`src/rtl/i2a_pkg.sv`:
```
// ============================================================================
// i2a_pkg: shared definitions for the integer-to-ASCII formatter
// Opcodes, field layout, ASCII codes, digit-generator constants and the
// structs that pass between the digit generator and the character emitter.
// ============================================================================
`timescale 1ns / 1ps

package i2a_pkg;

    // Conversion opcodes; codes above OP_HEXU are not conversions.
    localparam logic [2:0] OP_SDEC = 3'd0;
    localparam logic [2:0] OP_UDEC = 3'd1;
    localparam logic [2:0] OP_OCT  = 3'd2;
    localparam logic [2:0] OP_HEXL = 3'd3;
    localparam logic [2:0] OP_HEXU = 3'd4;

    localparam int OPCODE_W   = 3;
    localparam int VALUE_W    = 64;
    localparam int WIDTH_W    = 7;
    localparam int S_TDATA_W  = 80;
    localparam int M_TDATA_W  = 8;
    localparam int MAX_WIDTH  = 64;

    // Bit positions of the fields inside s_tdata.
    localparam int TD_NARROW  = 64;
    localparam int TD_WIDTH_LO = 65;
    localparam int TD_LEFT    = 72;
    localparam int TD_PLUS    = 73;
    localparam int TD_SPACE   = 74;
    localparam int TD_ZERO    = 75;

    // Digit register: enough nibble slots for 22 octal digits of a 64-bit value.
    localparam int NUM_DIGITS  = 24;
    localparam int DIG_BITS    = NUM_DIGITS * 4;
    localparam int DIG_CNT_W   = $clog2(NUM_DIGITS + 1);
    localparam int OCT_DIGITS  = (VALUE_W + 2) / 3;
    localparam int HEX_DIGITS  = VALUE_W / 4;
    localparam int BIN_CNT_W   = $clog2(VALUE_W);

    localparam logic [7:0] CH_SPACE = 8'h20;
    localparam logic [7:0] CH_PLUS  = 8'h2B;
    localparam logic [7:0] CH_MINUS = 8'h2D;
    localparam logic [7:0] CH_ZERO  = 8'h30;
    localparam logic [7:0] CH_UPPER_A = 8'h41;
    localparam logic [7:0] CH_LOWER_A = 8'h61;

    typedef enum logic [1:0] {
        BASE_DEC,
        BASE_OCT,
        BASE_HEX
    } base_t;

    // Handshake from the emitter to the digit generator.
    typedef struct packed {
        logic shift;    // consume the leading digit
        logic free;     // conversion fully emitted, return to idle
    } dg_step_t;

    // Status from the digit generator to the emitter.
    typedef struct packed {
        logic                 done;
        logic [DIG_CNT_W-1:0] nd;
        logic [3:0]           digit;
    } dg_stat_t;

    // Formatting job latched by the emitter when a conversion starts.
    typedef struct packed {
        logic               sign_en;
        logic [7:0]         sign_char;
        logic [WIDTH_W-1:0] width;
        logic               left;
        logic               zero;
        logic               upper;
    } em_job_t;

    function automatic logic [7:0] digit_char(input logic [3:0] d, input logic upper);
        logic [7:0] base_char;
        begin
            base_char = upper ? CH_UPPER_A : CH_LOWER_A;
            if (d < 4'd10) begin
                digit_char = CH_ZERO + {4'b0000, d};
            end else begin
                digit_char = base_char + {4'b0000, d} - 8'd10;
            end
        end
    endfunction

endpackage

```
`src/rtl/i2a_digit_gen.sv`:
```
// ============================================================================
// i2a_digit_gen: digit generator
// Turns a 64-bit magnitude into base 10, 8 or 16 digits in a nibble shift
// register, strips leading zeros, then hands the digits out top first.
// ============================================================================
`timescale 1ns / 1ps

module i2a_digit_gen (
    input  logic                    aclk,
    input  logic                    aresetn,
    input  logic                    start,
    input  i2a_pkg::base_t          base,
    input  logic [i2a_pkg::VALUE_W-1:0] mag,
    input  i2a_pkg::dg_step_t       step,
    output i2a_pkg::dg_stat_t       stat
);
    import i2a_pkg::*;

    typedef enum logic [1:0] {
        G_IDLE,
        G_CONV,
        G_STRIP,
        G_HOLD
    } gen_state_t;

    gen_state_t           state_reg, state_next;
    logic [VALUE_W-1:0]   bin_reg, bin_next;
    logic [DIG_BITS-1:0]  dig_reg, dig_next;
    logic [BIN_CNT_W-1:0] cnt_reg, cnt_next;
    logic [DIG_CNT_W-1:0] nd_reg, nd_next;

    logic [DIG_BITS-1:0]  adj;
    logic [DIG_BITS-1:0]  oct_load;
    logic [DIG_BITS-1:0]  hex_load;
    logic [VALUE_W+1:0]   mag_ext;
    logic [3:0]           top_digit;

    assign top_digit = dig_reg[DIG_BITS-1 -: 4];
    assign mag_ext   = {2'b00, mag};

    // Double-dabble correction: each BCD digit of five or more gets plus three.
    always_comb begin
        for (int k = 0; k < NUM_DIGITS; k++) begin
            adj[4*k +: 4] = (dig_reg[4*k +: 4] >= 4'd5) ? (dig_reg[4*k +: 4] + 4'd3)
                                                         : dig_reg[4*k +: 4];
        end
    end

    always_comb begin
        oct_load = '0;
        hex_load = '0;
        for (int k = 0; k < OCT_DIGITS; k++) begin
            oct_load[4*k +: 4] = {1'b0, mag_ext[3*k +: 3]};
        end
        for (int k = 0; k < HEX_DIGITS; k++) begin
            hex_load[4*k +: 4] = mag[4*k +: 4];
        end
    end

    always_comb begin
        state_next = state_reg;
        bin_next   = bin_reg;
        dig_next   = dig_reg;
        cnt_next   = cnt_reg;
        nd_next    = nd_reg;
        case (state_reg)
            G_IDLE: begin
                if (start) begin
                    nd_next = DIG_CNT_W'(NUM_DIGITS);
                    case (base)
                        BASE_DEC: begin
                            bin_next   = mag;
                            dig_next   = '0;
                            cnt_next   = BIN_CNT_W'(VALUE_W - 1);
                            state_next = G_CONV;
                        end
                        BASE_OCT: begin
                            dig_next   = oct_load;
                            state_next = G_STRIP;
                        end
                        default: begin
                            dig_next   = hex_load;
                            state_next = G_STRIP;
                        end
                    endcase
                end
            end
            G_CONV: begin
                dig_next = {adj[DIG_BITS-2:0], bin_reg[VALUE_W-1]};
                bin_next = {bin_reg[VALUE_W-2:0], 1'b0};
                cnt_next = cnt_reg - 1'b1;
                if (cnt_reg == '0) begin
                    state_next = G_STRIP;
                end
            end
            G_STRIP: begin
                // One leading zero per cycle; the last digit always stays.
                if (top_digit == 4'd0 && nd_reg > DIG_CNT_W'(1)) begin
                    dig_next = {dig_reg[DIG_BITS-5:0], 4'd0};
                    nd_next  = nd_reg - 1'b1;
                end else begin
                    state_next = G_HOLD;
                end
            end
            G_HOLD: begin
                if (step.shift) begin
                    dig_next = {dig_reg[DIG_BITS-5:0], 4'd0};
                end
                if (step.free) begin
                    state_next = G_IDLE;
                end
            end
            default: begin
                state_next = G_IDLE;
            end
        endcase
    end

    always_ff @(posedge aclk) begin
        if (!aresetn) begin
            state_reg <= G_IDLE;
        end else begin
            state_reg <= state_next;
        end
        bin_reg <= bin_next;
        dig_reg <= dig_next;
        cnt_reg <= cnt_next;
        nd_reg  <= nd_next;
    end

    assign stat.done  = (state_reg == G_HOLD);
    assign stat.nd    = nd_reg;
    assign stat.digit = top_digit;

endmodule

```
`src/rtl/i2a_emitter.sv`:
```
// ============================================================================
// i2a_emitter: character emitter
// Sequences leading spaces, sign, zero padding, digits and trailing spaces
// into a registered output stage, one character per transfer.
// ============================================================================
`timescale 1ns / 1ps

module i2a_emitter (
    input  logic                              aclk,
    input  logic                              aresetn,
    input  logic                              start,
    input  i2a_pkg::em_job_t                  job,
    input  i2a_pkg::dg_stat_t                 dg_stat,
    output i2a_pkg::dg_step_t                 dg_step,
    output logic                              idle,
    output logic                              m_tvalid,
    input  logic                              m_tready,
    output logic [i2a_pkg::M_TDATA_W-1:0]     m_tdata,
    output logic                              m_tlast
);
    import i2a_pkg::*;

    typedef enum logic [2:0] {
        E_IDLE,
        E_WAIT,
        E_PRE,
        E_SIGN,
        E_ZERO,
        E_DIG,
        E_POST
    } em_state_t;

    em_state_t            state_reg, state_next;
    em_job_t              job_reg, job_next;
    logic [WIDTH_W-1:0]   pad_reg, pad_next;
    logic [DIG_CNT_W-1:0] dcnt_reg, dcnt_next;
    logic                 tvalid_reg, tvalid_next;
    logic [7:0]           char_reg, char_next;
    logic                 last_reg, last_next;

    logic                 out_free;
    logic                 emit;
    logic                 emit_last;
    logic [7:0]           emit_char;
    logic [WIDTH_W-1:0]   text_len;
    logic [WIDTH_W-1:0]   pad_calc;

    assign out_free = !tvalid_reg || m_tready;
    assign text_len = WIDTH_W'(dg_stat.nd) + WIDTH_W'(job_reg.sign_en);
    assign pad_calc = (job_reg.width > text_len) ? (job_reg.width - text_len) : '0;

    always_comb begin
        state_next    = state_reg;
        job_next      = job_reg;
        pad_next      = pad_reg;
        dcnt_next     = dcnt_reg;
        emit          = 1'b0;
        emit_last     = 1'b0;
        emit_char     = CH_SPACE;
        dg_step.shift = 1'b0;
        dg_step.free  = 1'b0;
        case (state_reg)
            E_IDLE: begin
                if (start) begin
                    job_next   = job;
                    state_next = E_WAIT;
                end
            end
            E_WAIT: begin
                if (dg_stat.done) begin
                    pad_next  = pad_calc;
                    dcnt_next = dg_stat.nd;
                    if (!job_reg.left && !job_reg.zero && pad_calc != '0) begin
                        state_next = E_PRE;
                    end else if (job_reg.sign_en) begin
                        state_next = E_SIGN;
                    end else if (!job_reg.left && job_reg.zero && pad_calc != '0) begin
                        state_next = E_ZERO;
                    end else begin
                        state_next = E_DIG;
                    end
                end
            end
            E_PRE: begin
                if (out_free) begin
                    emit     = 1'b1;
                    pad_next = pad_reg - 1'b1;
                    if (pad_reg == WIDTH_W'(1)) begin
                        state_next = job_reg.sign_en ? E_SIGN : E_DIG;
                    end
                end
            end
            E_SIGN: begin
                if (out_free) begin
                    emit      = 1'b1;
                    emit_char = job_reg.sign_char;
                    if (!job_reg.left && job_reg.zero && pad_reg != '0) begin
                        state_next = E_ZERO;
                    end else begin
                        state_next = E_DIG;
                    end
                end
            end
            E_ZERO: begin
                if (out_free) begin
                    emit      = 1'b1;
                    emit_char = CH_ZERO;
                    pad_next  = pad_reg - 1'b1;
                    if (pad_reg == WIDTH_W'(1)) begin
                        state_next = E_DIG;
                    end
                end
            end
            E_DIG: begin
                if (out_free) begin
                    emit          = 1'b1;
                    emit_char     = digit_char(dg_stat.digit, job_reg.upper);
                    dg_step.shift = 1'b1;
                    dcnt_next     = dcnt_reg - 1'b1;
                    if (dcnt_reg == DIG_CNT_W'(1)) begin
                        if (job_reg.left && pad_reg != '0) begin
                            state_next = E_POST;
                        end else begin
                            emit_last    = 1'b1;
                            dg_step.free = 1'b1;
                            state_next   = E_IDLE;
                        end
                    end
                end
            end
            E_POST: begin
                if (out_free) begin
                    emit     = 1'b1;
                    pad_next = pad_reg - 1'b1;
                    if (pad_reg == WIDTH_W'(1)) begin
                        emit_last    = 1'b1;
                        dg_step.free = 1'b1;
                        state_next   = E_IDLE;
                    end
                end
            end
            default: begin
                state_next = E_IDLE;
            end
        endcase
    end

    always_comb begin
        tvalid_next = tvalid_reg && !m_tready;
        char_next   = char_reg;
        last_next   = last_reg;
        if (emit) begin
            tvalid_next = 1'b1;
            char_next   = emit_char;
            last_next   = emit_last;
        end
    end

    always_ff @(posedge aclk) begin
        if (!aresetn) begin
            state_reg  <= E_IDLE;
            tvalid_reg <= 1'b0;
        end else begin
            state_reg  <= state_next;
            tvalid_reg <= tvalid_next;
        end
        job_reg  <= job_next;
        pad_reg  <= pad_next;
        dcnt_reg <= dcnt_next;
        char_reg <= char_next;
        last_reg <= last_next;
    end

    assign idle     = (state_reg == E_IDLE);
    assign m_tvalid = tvalid_reg;
    assign m_tdata  = char_reg;
    assign m_tlast  = last_reg;

endmodule

```
`src/rtl/integer_to_ascii_formatter.sv`:
```
// ============================================================================
// integer_to_ascii_formatter: printf-style integer conversion with padding
// Accepts one conversion request per transfer and streams out the ASCII
// characters of the padded field, marking the final one with tlast.
// ============================================================================
`timescale 1ns / 1ps

// One request is in flight at a time. After the request transfer, decimal
// conversions run through a bit-serial binary-to-BCD shift register
// (one operand bit per cycle), octal and hex load their digits directly, and
// all bases then drop leading zeros, at most 23, at one digit per cycle.
// The field then leaves at one character per cycle unless the output stalls,
// max(width, text length) characters, where the text length is the digit
// count plus one for a sign.
// The block raises s_tready in the cycle after the final character of the
// current request has been loaded into the output register. Requests with an
// opcode of 5 to 7 are taken and produce no characters.

module integer_to_ascii_formatter (
    input  logic                              aclk,
    input  logic                              aresetn,
    // Request channel.
    input  logic                              s_tvalid,
    output logic                              s_tready,
    // s_tdata, from bit 0 up: value_bits[63:0], narrow_operand, field_width[6:0],
    // left_justify, force_plus, space_sign, zero_pad, four zero bits.
    input  logic [i2a_pkg::S_TDATA_W-1:0]     s_tdata,
    // s_tuser, from bit 0 up: opcode[2:0].
    input  logic [i2a_pkg::OPCODE_W-1:0]      s_tuser,
    // Character channel.
    output logic                              m_tvalid,
    input  logic                              m_tready,
    // m_tdata, from bit 0 up: character[7:0]. m_tlast carries last_char.
    output logic [i2a_pkg::M_TDATA_W-1:0]     m_tdata,
    output logic                              m_tlast
);
    import i2a_pkg::*;

    logic               in_xfer;
    logic               op_valid;
    logic               conv_start;
    logic [VALUE_W-1:0] val_raw;
    logic [VALUE_W-1:0] val_ext;
    logic [VALUE_W-1:0] mag;
    logic               negative;
    logic [WIDTH_W-1:0] width_in;
    base_t              base;
    em_job_t            job;
    dg_stat_t           dg_stat;
    dg_step_t           dg_step;
    logic               em_idle;

    assign in_xfer    = s_tvalid && s_tready;
    assign op_valid   = (s_tuser <= OP_HEXU);
    assign conv_start = in_xfer && op_valid;
    assign s_tready   = em_idle;

    // Operand preparation: narrow operands are sign-extended for signed
    // decimal and zero-extended otherwise; negative values become magnitudes.
    assign val_raw = s_tdata[VALUE_W-1:0];

    always_comb begin
        if (s_tdata[TD_NARROW]) begin
            if (s_tuser == OP_SDEC) begin
                val_ext = {{(VALUE_W/2){val_raw[VALUE_W/2-1]}}, val_raw[VALUE_W/2-1:0]};
            end else begin
                val_ext = {{(VALUE_W/2){1'b0}}, val_raw[VALUE_W/2-1:0]};
            end
        end else begin
            val_ext = val_raw;
        end
    end

    assign negative = (s_tuser == OP_SDEC) && val_ext[VALUE_W-1];
    assign mag      = negative ? (~val_ext + 1'b1) : val_ext;

    always_comb begin
        case (s_tuser)
            OP_SDEC, OP_UDEC: base = BASE_DEC;
            OP_OCT:           base = BASE_OCT;
            default:          base = BASE_HEX;
        endcase
    end

    // Widths beyond the field limit are clamped.
    assign width_in = (s_tdata[TD_WIDTH_LO +: WIDTH_W] > WIDTH_W'(MAX_WIDTH))
                    ? WIDTH_W'(MAX_WIDTH) : s_tdata[TD_WIDTH_LO +: WIDTH_W];

    // Sign selection applies to signed decimal only; '+' wins over ' '.
    always_comb begin
        job.sign_en   = 1'b0;
        job.sign_char = CH_SPACE;
        if (s_tuser == OP_SDEC) begin
            if (negative) begin
                job.sign_en   = 1'b1;
                job.sign_char = CH_MINUS;
            end else if (s_tdata[TD_PLUS]) begin
                job.sign_en   = 1'b1;
                job.sign_char = CH_PLUS;
            end else if (s_tdata[TD_SPACE]) begin
                job.sign_en   = 1'b1;
                job.sign_char = CH_SPACE;
            end
        end
        job.width = width_in;
        job.left  = s_tdata[TD_LEFT];
        // With left justification the zero flag is ignored: spaces go right.
        job.zero  = s_tdata[TD_ZERO] && !s_tdata[TD_LEFT];
        job.upper = (s_tuser == OP_HEXU);
    end

    i2a_digit_gen u_digit_gen (
        .aclk    (aclk),
        .aresetn (aresetn),
        .start   (conv_start),
        .base    (base),
        .mag     (mag),
        .step    (dg_step),
        .stat    (dg_stat)
    );

    i2a_emitter u_emitter (
        .aclk     (aclk),
        .aresetn  (aresetn),
        .start    (conv_start),
        .job      (job),
        .dg_stat  (dg_stat),
        .dg_step  (dg_step),
        .idle     (em_idle),
        .m_tvalid (m_tvalid),
        .m_tready (m_tready),
        .m_tdata  (m_tdata),
        .m_tlast  (m_tlast)
    );

endmodule

```
`config.mk`:
```
export PLATFORM = sky130hd
export DESIGN_NAME = integer_to_ascii_formatter
export DESIGN_NICKNAME = d
export VERILOG_FILES = /design/src/rtl/i2a_pkg.sv /design/src/rtl/i2a_digit_gen.sv /design/src/rtl/i2a_emitter.sv /design/src/rtl/integer_to_ascii_formatter.sv
export SDC_FILE = /design/constraint.sdc
export NUM_CORES = 1
export LEC_CHECK = 0
export BUFFER_PORTS_ARGS = -buffer_cell sky130_fd_sc_hd__buf_2
export CELL_PAD_IN_SITES_DETAIL_PLACEMENT = 1
export CELL_PAD_IN_SITES_GLOBAL_PLACEMENT = 2
export CORE_MARGIN = 5
export CORE_UTILIZATION = 39
export CTS_CLUSTER_DIAMETER = 200
export CTS_CLUSTER_SIZE = 14
export DETAILED_ROUTE_END_ITERATION = 7
export PLACE_DENSITY = 0.8
export SLEW_MARGIN = 10
export SYNTH_ARGS = -nofsm -noshare
export SYNTH_HDL_FRONTEND = slang
export SYNTH_SLANG_ARGS = --single-unit
```
`constraint.sdc`:
```
create_clock -name aclk -period 11.8 [get_ports aclk]
set_input_delay 3.54 -clock aclk [delete_from_list [all_inputs] [get_ports aclk]]
set_output_delay 3.54 -clock aclk [all_outputs]
set_load 0.005 [all_outputs]
```
# After elaboration in Yosys (flattened, before gate mapping)
# Index checks and enable logic that the tools add are counted.
# op_classes
add_sub_neg,34
magnitude_cmp,29
eq_ne,34
n_mux,94
n_bitwise,2
reduce_logical,43
# op_table
cell,n
one-hot mux 96 bit (4 select lines),1
two-way mux 64 bit,5
two-way mux 96 bit,3
one-hot mux 85 bit (2 select lines),1
one-hot mux 64 bit (2 select lines),1
">= comparator 4 x 3 -> 1 bit, second input constant",24
"adder 4 x 2 -> 4 bit, second input constant",23
two-way mux 4 bit,23
"adder 64 x 1 -> 64 bit, second input constant",1
inverter 64 bit,1
two-way mux 3 bit,16
"!= test 2 x 1 -> 1 bit, second input constant",15
two-way mux 9 bit,3
two-way mux 5 bit,5
two-way mux 8 bit,3
one-hot mux 8 bit (3 select lines),1
two-way mux 7 bit,3
one-hot mux 3 bit (7 select lines),1
one-hot mux 5 bit (2 select lines),2
two-way mux 6 bit,3
AND reduction 3 bit,5
one-hot mux 7 bit (2 select lines),1
nonzero test 7 bit,2
"== test 3 bit, second input constant",4
42 further kinds,89
# word_totals
register_bits,217
output_inout_bits,11

# Depth between registers and ports, before layout
# logic_depth
ltp_word,10
depth_mapped,11
depth_no_buf,11

# By module
# From an unflattened synthesis, not the netlist that was laid out.
# unflattened
cells_unflattened,1427
area_unflattened_um2,14797.9
# by_module_without_submodules
module,n_inst,cells_per_inst,area_per_inst_um2,seq_area_each_um2
i2a_digit_gen,1,846,10078.4,5175.0
i2a_emitter,1,246,2635.0,1281.2
integer_to_ascii_formatter,1,335,2084.5,0.0

# Worst setup path before layout
# No wires, ideal clock.
# synth_timing
path_type,input to register
startpoint,input s_tuser[1] (netlist bit)
endpoint,"register u_digit_gen.bin_reg[0], enable pin"
setup_time_ns,0.595
arrival_time_ns,9.354
path_slack_ns,1.851
stages,5
n_path_buf,2
cell_sequence,clkbuf_1 -> or2_2 -> clkbuf_1 -> or2_2 -> o21ai_0
# synth_via
elab_chain_cells,6
elab_cells_between_ends,11
classes_between,order compare: 1; eq/ne: 4; mux: 1; reduce/logical: 5
# synth_rtl
item,line_no,text
"start, declared",integer_to_ascii_formatter.sv:29,"input logic [i2a_pkg::OPCODE_W-1:0] s_tuser,"
== test 3 x 1 -> 1 bit / logical NOT 3 bit (equally long branches),integer_to_ascii_formatter.sv:78,case (s_tuser)
OR reduction 2 bit,integer_to_ascii_formatter.sv:78,
one-hot mux 2 bit (2 select lines),integer_to_ascii_formatter.sv:78,
logical NOT 2 bit,i2a_digit_gen.sv:70,case (base)
!= test 2 bit (no line),n/a,
AND reduction 3 bit (no line) (*),n/a,
"end signal, assigned",i2a_digit_gen.sv:125,bin_reg <= bin_next;
"end, declared",i2a_digit_gen.sv:27,"logic [VALUE_W-1:0] bin_reg, bin_next;"
# Mark *: on every way between the ends. The rest lies on a longest branch, timed or not.
# A chain may end at the register's enable or synchronous reset.

# Worst setup path in the final report
# layout_timing
startpoint,input s_tdata[64] (netlist bit)
endpoint,register u_digit_gen.dig_reg[33] (data pin)
# layout_via
elab_chain_cells,7
elab_cells_between_ends,8
classes_between,add/sub: 1; mux: 5; bitwise: 1; reduce/logical: 1
# layout_rtl
item,line_no,text
"start, declared",integer_to_ascii_formatter.sv:27,"input logic [i2a_pkg::S_TDATA_W-1:0] s_tdata,"
two-way mux 64 bit (*),integer_to_ascii_formatter.sv:63,if (s_tdata[TD_NARROW]) begin
inverter 64 bit,integer_to_ascii_formatter.sv:75,assign mag = negative ? (~val_ext + 1'b1) : val_ext;
adder 64 x 1 -> 64 bit,integer_to_ascii_formatter.sv:75,
two-way mux 64 bit (*),integer_to_ascii_formatter.sv:75,
one-hot mux 85 bit (2 select lines) (*),i2a_digit_gen.sv:70,
two-way mux 96 bit (*),i2a_digit_gen.sv:68,if (start) begin
one-hot mux 96 bit (4 select lines) (*),i2a_digit_gen.sv:66,case (state_reg)
named net u_digit_gen.dig_next[33],i2a_digit_gen.sv:28,"logic [DIG_BITS-1:0] dig_reg, dig_next;"
"end signal, assigned",i2a_digit_gen.sv:126,dig_reg <= dig_next;
"end, declared",i2a_digit_gen.sv:28,
# The timed path passes the listed nets; every way through them passes the cells marked *. The select of a mux whose other input is x is not followed.

==> impl_metrics.ini <==
[run_status]
status = complete, no violations

[setup_path]
path_delay_family = buffers and inverters
critical_path_class = in2reg
cp.required_ps = 12030
slowest_stage = mux2_2
cp_num_buf_inv = 5
slowest_delay_ps = 450
crit_fanout = 47
crit_path_start_kind = input port
crit_chain = buf_2 > buf_4 > mux2_2 > nand2_1 > buf_4 > clkinv_1 > buf_4 > o21ai_0 > xnor2_1 > o221ai_1
timing.critical_path.to_type = flip-flop
worst-endpoint-arrival_ps = 6250
cpMostUsedCell = buf_4

[final_layout]
final-seq-area_um2 = 6280
antennaDiodeCount = 0
drive_gt1_share_pct = 10.8
fin_nets = 1855
largest_reg_flops = 96
fin_area_um2 = 16500
final_util_pct = 43.6
fill_cells = 4465
syn_to_final_growth_pct = 10.0
multi_input_area_um2 = 8130

[timing]
clock_skew_ps = 17.6
rsz0062_at_grt = no
period_share_pct = 51.0
final-setup-viol-count = 0
hold_violations = 0
fin_crit_ps = 6020
tightest_slew_ps = 1210
clock.fmax_ghz = 0.166
slew_violations = 0
maxSlewHeadroom_pct = 18.7
finalWorstSetupSlack_ps = 5780
tns_ps = 0

[pwr]
ir_drop_mv = 0.104
leakagePower_nw = 5.78
p_per_area_nw_per_um2 = 216

[global_routing]
grt_max_degree = 79
antenna_found_initial = 0
grt_use_total_pct = 22.8
grt.overflow.total = 0
grt_pass1_vias = 13400
grt_pass1_wl_mm = 77.3

[cts]
ctsLongestPathBuffers = 3
cts_hold_buf = 0
h-tree-depth = 1
cts_sinks = 211
clk-insertion-delay-late_ps = 510
cts_setup_buffers = 0
clk_pin_slew_ps = 80
numCtsBuffers = 19
cts_tree = yes
cts_root_buffer = clkbuf_16
cts_resized = 0

[synthesis]
netlist_area_um2 = 15000
synthFlopType = edfxtp_1
ys_types = 82
synth_common_cells = edfxtp_1, nand2_1, o21ai_0, a21oi_1, nor2_1
synth_area_leader_cell = edfxtp_1
seq_area_frac_synth_pct = 41.8
syn_inst = 1646
syn_nets = 1804
yosys-top-cells-area = edfxtp_1, ha_1, o21ai_0
synth_top_area_share_pct = 41.0
synth-seq-cells = 211
synth-edff-count = 205
yosysMostFrequentCell = edfxtp_1
yosys_warnings = 0
synth_async_sr_flop_share_pct = 0
synth.avg_cell_area_um2 = 9.12

[placement]
placed_cell_area_um2 = 16000
dp_hpwl_mm = 35.5
place_congestion = 0.859
dp_slack_ps = 5260
port_buffers = 92

[detailed_routing]
wirelength_mm = 49.4
antenna_left = 0
first_pass_iters = 5
drtIter0Drc = 985
via_per_inst = 5.98
num_vias = 13300
route.detailed.drc = 0
wl_per_cell_um = 22.3

[floorplanning]
start_util_pct = 39.7
die_area_um2 = 42500
die_x_um = 206
fp.dieH_um = 206
coreArea_um2 = 37800
num_io_pins = 98
rows = 71

[run]
maxCapViolCount = 0

[worst_hold_path]
worst_hold_path_type = reg2reg
-- layer usage --
metal / part of all wire, % / global-route usage, %
met5: 0 / 0
met4: 2.1 / 5.35
met3: 5.7 / 3.31
met2: 45 / 36.8
met1: 47 / 32.7
-- power by group --
group          internal (mW)  leakage [nW]  switching, mW
sequential              1.19          1.97          0.286
clock                  0.305         0.256          0.298
combinational          0.564          3.55          0.924
-- metrics by stage --
stage                     power, mW  hold slack, ps  cells
after floorplan                2.52             468   1646
after global placement         2.91             484   2187
after detailed placement       2.96             499   2187
after CTS                      3.58             509   2220
after global routing           3.85             528   2220
final                          3.56             501   2220
-- final timing paths --
path,from,end,slack [ps],depth (start not counted)
setup / recovery,s_tdata[64],u_digit_gen.dig_reg[33],5780,10
hold / removal,u_digit_gen.state_reg[1],u_digit_gen.state_reg[1],500,2
setup reg to reg,u_digit_gen.nd_reg[0],u_emitter.state_reg[1],8300,11
hold reg to reg,u_digit_gen.state_reg[1],u_digit_gen.state_reg[1],500,2
-- cells by family after synthesis --
kind of cell,share of synthesized area (%)
adder cells (fa/ha/maj),5.97
XOR/XNOR,5.72
flip-flops,41.8
multiplexers,1.91
AND/OR/NAND/NOR,18.5
buffers and inverters,4.24
other,0.0250
AO/OA/AOI/OAI,21.8
-- cell type report --
type	instances	share of cell area, %
multi-input combinational	1267	49.2
sequential	211	38.0
tap	511	3.87
timing repair buffer	111	3.65
clock buffer	32	3.17
inverter	87	1.98
clock inverter	1	0.0985
-- worst reg2reg max path, cell delays in order, from the launching register on --
cell       delay [ps]
edfxtp_1          500
ha_1              260
ha_1              200
nand3_1           100
xor2_1            220
ha_1              330
nor2b_1           170
a221o_1           350
a211oi_1          310
nor4b_1           490
a2111oi_0         270
o2bb2ai_1         180
-- cell usage in the layout, fill, tap and decap left out, drive strengths merged, types with 36 or more instances in the layout --
cell type    n
buf        111
ha          70
o21ai      162
nand2      190
edfxtp     205
inv         85
xnor2       62
nor2       125
a21oi      146
xor2        36
nor3        45
Power figures use the tool's default switching activity.
